--- src/rtl/smrc_pkg.sv ---
// Package for the sorted multiset range count unit.
// Holds request modes, result status codes and shared widths.
// No dependencies.
`default_nettype none
package smrc_pkg;

    localparam int unsigned KeyWidth = 32;
    localparam int unsigned CountWidth = 32;

    typedef enum logic [1:0] {
        MODE_INSERT = 2'd0,
        MODE_ERASE_ONE = 2'd1,
        MODE_ERASE_RANGE = 2'd2,
        MODE_COUNT_RANGE = 2'd3
    } mode_t;

    typedef enum logic [1:0] {
        STATUS_OK = 2'd0,
        STATUS_FULL = 2'd1,
        STATUS_ABSENT = 2'd2
    } status_t;

endpackage
`default_nettype wire

--- src/rtl/smrc_store.sv ---
// Entry memory of the multiset: one synchronous memory of key and count pairs.
// One write port and one read port, read data registered; uses smrc_pkg.
`default_nettype none
module smrc_store #(
    parameter int unsigned DEPTH = 64,
    parameter int unsigned AW = 6
) (
    input  wire logic                               aclk,
    input  wire logic                               wr_en,
    input  wire logic [AW-1:0]                      wr_addr,
    input  wire logic [smrc_pkg::KeyWidth-1:0]      wr_key,
    input  wire logic [smrc_pkg::CountWidth-1:0]    wr_count,
    input  wire logic [AW-1:0]                      rd_addr,
    output logic      [smrc_pkg::KeyWidth-1:0]      rd_key,
    output logic      [smrc_pkg::CountWidth-1:0]    rd_count
);

    logic [smrc_pkg::KeyWidth+smrc_pkg::CountWidth-1:0] mem [DEPTH];
    logic [smrc_pkg::KeyWidth+smrc_pkg::CountWidth-1:0] rd_reg;

    // Synchronous write and registered read.
    always_ff @(posedge aclk) begin
        if (wr_en) begin
            mem[wr_addr] <= {wr_key, wr_count};
        end
        rd_reg <= mem[rd_addr];
    end

    assign rd_key = rd_reg[smrc_pkg::KeyWidth+smrc_pkg::CountWidth-1:smrc_pkg::CountWidth];
    assign rd_count = rd_reg[smrc_pkg::CountWidth-1:0];

endmodule
`default_nettype wire

--- config.mk ---
export PLATFORM = sky130hd
export DESIGN_NAME = smrc_store
export DESIGN_NICKNAME = d
export VERILOG_FILES = /design/src/rtl/smrc_pkg.sv /design/src/rtl/smrc_store.sv
export SDC_FILE = /design/constraint.sdc
export NUM_CORES = 2
export LEC_CHECK = 0
export BUFFER_PORTS_ARGS = -buffer_cell sky130_fd_sc_hd__buf_4
export CAP_MARGIN = 20
export CORE_ASPECT_RATIO = 1.1
export CORE_MARGIN = 8
export CORE_UTILIZATION = 57
export CTS_CLUSTER_DIAMETER = 40
export CTS_CLUSTER_SIZE = 25
export DETAILED_ROUTE_END_ITERATION = 10
export GPL_ROUTABILITY_DRIVEN = 0
export PLACE_DENSITY_LB_ADDON = 0.3
export SLEW_MARGIN = 20
export SYNTH_ARGS = -nofsm -noshare
export SYNTH_HDL_FRONTEND = slang
export SYNTH_SLANG_ARGS = --single-unit
--- constraint.sdc ---
create_clock -name aclk -period 6 [get_ports aclk]
set_clock_uncertainty 0.2 [all_clocks]
set_input_delay 0.6 -clock aclk [delete_from_list [all_inputs] [get_ports aclk]]
set_output_delay 0.6 -clock aclk [all_outputs]
set_load 0.01 [all_outputs]
==> metrics.yaml <==
global_routing:
  grt_antenna_before_repair: 20
  grt.total_usage_pct: 28.1
  gr-total-overflow: 0
  grt_use_met2_pct: 45.5
  grt_pass1_wl_um: 581000
  gr-usage-met1_pct: 38.4
  grt_util_met3_pct: 5.46
  top_usage_layer: "met2"
  grt_pass1_vias: 77559
  grt_max_degree: 116
timing:
  rsz0062_at_grt: "no"
  setup_viol: 0
  period_minus_slack_ns: 3.16
  max_slew.worst_pin.slew_ns: 1.23
  drv_slew: 0
  fin_crit_sh_pct: 52.7
  hold_viol: 0
  fin_tns_setup_ns: 0
  max_slew_margin_pct: 17.8
  fmax_ghz: 0.316
placed_design:
  port_buffers: 141
  post-dp-hpwl_um: 215000
clock_network:
  clock_path_buffers: 4
  cts_tree: "yes"
  clk_pin_slew_ns: 0.07
  root_buffer: "clkbuf_16"
  cts_setup_buffers: 0
  cts-resized-gates: 0
  numCtsBuffers: 438
  cts_num_sinks: 4160
  clk_latency_ns: 0.94
  cts_max_level: 5
logic_synthesis:
  synth_nets: 6676
  synth_ff_type: "edfxtp_1"
  synth_top_family_by_area: "multiplexers"
  synth_fa_ha_area_share_pct: 0
  synthArstFlopShare_pct: 0
  synth_cell_type_count: 33
  synth_area_leaders: "edfxtp_1 79%, mux4_2 15%, mux2i_1 0.86%"
  yosysTopAreaCellShare_pct: 78.7
  synth.yosys.seq_area_share_pct: 79.5
  yosysWarnings: 0
  synthMuxAreaShare_pct: 15.6
  ys_ff_latch: 4160
  syn_area_um2: 156000
  synth-xor-area-share_pct: 0
  synth_compound_area_share_pct: 2.48
  synth.avg_cell_area_um2: 23.7
  synth-simple-area-share_pct: 1.24
  syn_inst: 6598
  yosys.area.top_type: "edfxtp_1"
  synth_edf_count: 4096
final_layout:
  nets: 7154
  layout_common_cells: "4096 x edfxtp_1, 1024 x mux4_2, 443 x clkbuf_16, 280 x buf_4, 168 x a22oi_1"
  area_growth_pct: 14.7
  regArea_um2: 124000
  multi_input_area_um2: 30800
  largest_register_ffs: 4096
  final_util_pct: 65.8
  final.fill_count: 16690
  final_common_cell: "edfxtp_1"
  layout-drive-gt1-share_pct: 30.4
drt:
  drtIter0Drc: 10685
  ant_nets: 0
  avgRoutedWirePerCell_um: 37.1
  drc: 0
  first_pass_iters: 7
  dr_total_vias: 76670
  avgViaCountPerCell: 6.90
  routed_wl_um: 412000
pwr:
  p_int_w: 0.0494
  netSwitchingFraction_pct: 22.3
  peakVddDrop_mv: 0.473
  switchingPower_w: 0.0142
  clock_power_share_pct: 44.8
  pwr-share-seq_pct: 50.8
  powerDensity_nw_per_um2: 355
  power.leakage_nw: 56.3
  pwr-share-comb_pct: 4.4
floorplan:
  initial_core_util_pct: 57.4
  dieArea_um2: 291000
  ios: 142
  row_count: 201
  fp.dieH_um: 565
  die_w_um: 515
  core_um2: 273000
run:
  maxCapViolations: 0
outcome:
  status: "finished clean"
worst_setup_path:
  end_kind: "flop"
  cp_slowest_cell: "nor2_4"
  crit_family: "simple AND/OR/NAND/NOR gates"
  crit_type: "input port to flop"
  critPathMaxFanout: 72
  cp_slowest_stage_delay_ns: 0.97
  start_kind: "input port"
  required_ns: 6.56
  cp.buffers_inverters: 2
  crit_chain: "buf_8 -> nor2_4 -> buf_4 -> a22oi_1 -> and3_1 -> a211oi_1"
  arrival_ns: 3.73
min_path:
  min_path_type: "input port to flop"
cells in the mapped netlist, types with 29 or more instances:
master / count
o22ai_1: 83
a22oi_1: 168
clkbuf_1: 140
buf_2: 170
nand3_1: 45
mux2i_1: 135
dfxtp_1: 64
or3_1: 29
nor2_1: 112
mux4_2: 1024
o221ai_1: 38
a211oi_1: 63
buf_4: 34
nand2_1: 58
a22o_1: 88
and3_1: 64
edfxtp_1: 4096
kinds of logic (layout without fill, tap and decap cells):
family / after synthesis / in the layout
compound gates: 504 / 504
flops: 4160 / 4160
mux: 1159 / 1159
other cells: 0 / 8
simple gates: 386 / 386
buf+inv: 389 / 1244
through the flow:
stage | cell area, um2 | hold WS [ns] | instances | total power, W | worst slack, ns
floorplan | 156000 | 0.499 | 6598 | 0.0344 | 1.17
global placement | 163000 | 0.633 | 10229 | 0.0356 | 1.99
detailed placement | 163000 | 0.621 | 10232 | 0.0357 | 1.96
CTS | 179000 | 0.00150 | 11107 | 0.0638 | 2.96
global route | 179000 | 0.0487 | 11109 | 0.0650 | 2.79
finish | 179000 | 0.0371 | 11115 | 0.0636 | 2.84
layer usage:
metal | vias up | part of all wire (%)
li1 | 29554 | -
met1 | 40903 | 36
met2 | 5287 | 49
met3 | 912 | 11
met4 | 14 | 4.6
met5 | - | 0.023
layout make-up:
| type | count | area share (%) |
|---|---|---|
| diodes | 8 | 0.0112 |
| multi-input cells | 2049 | 17.2 |
| well taps | 3654 | 2.55 |
| flip-flops and latches | 4160 | 69.3 |
| clock buffers | 467 | 6.26 |
| inverters | 19 | 0.0398 |
| repair buffers | 408 | 2.28 |
| clock inverters | 350 | 2.37 |
path summary, 6_finish.rpt:
path | start | to | slack [ns] | depth (start not counted)
min | wr_key[0] | mem[37][32] | 0.04 | 1
min reg2reg | mem[45][50] | rd_reg[50] | 0.64 | 4
max reg2reg | mem[63][22] | rd_reg[22] | 3.76 | 5
max | rd_addr[2] | rd_reg[37] | 2.84 | 6
power groups by stage:
stage	combinational, W	clock [W]	sequential [W]
floorplan	0.00150	0	0.0329
global placement	0.00268	0	0.0329
detailed placement	0.00274	0	0.0329
CTS	0.00280	0.0287	0.0323
global route	0.00294	0.0298	0.0323
finish	0.00280	0.0285	0.0323
what timing repair did:
action,CTS,global route
hold endpoints to repair,2991,0
setup endpoints to repair,0,0
hold buffers,58,0
Note: power is estimated with default switching activity, not from simulation.
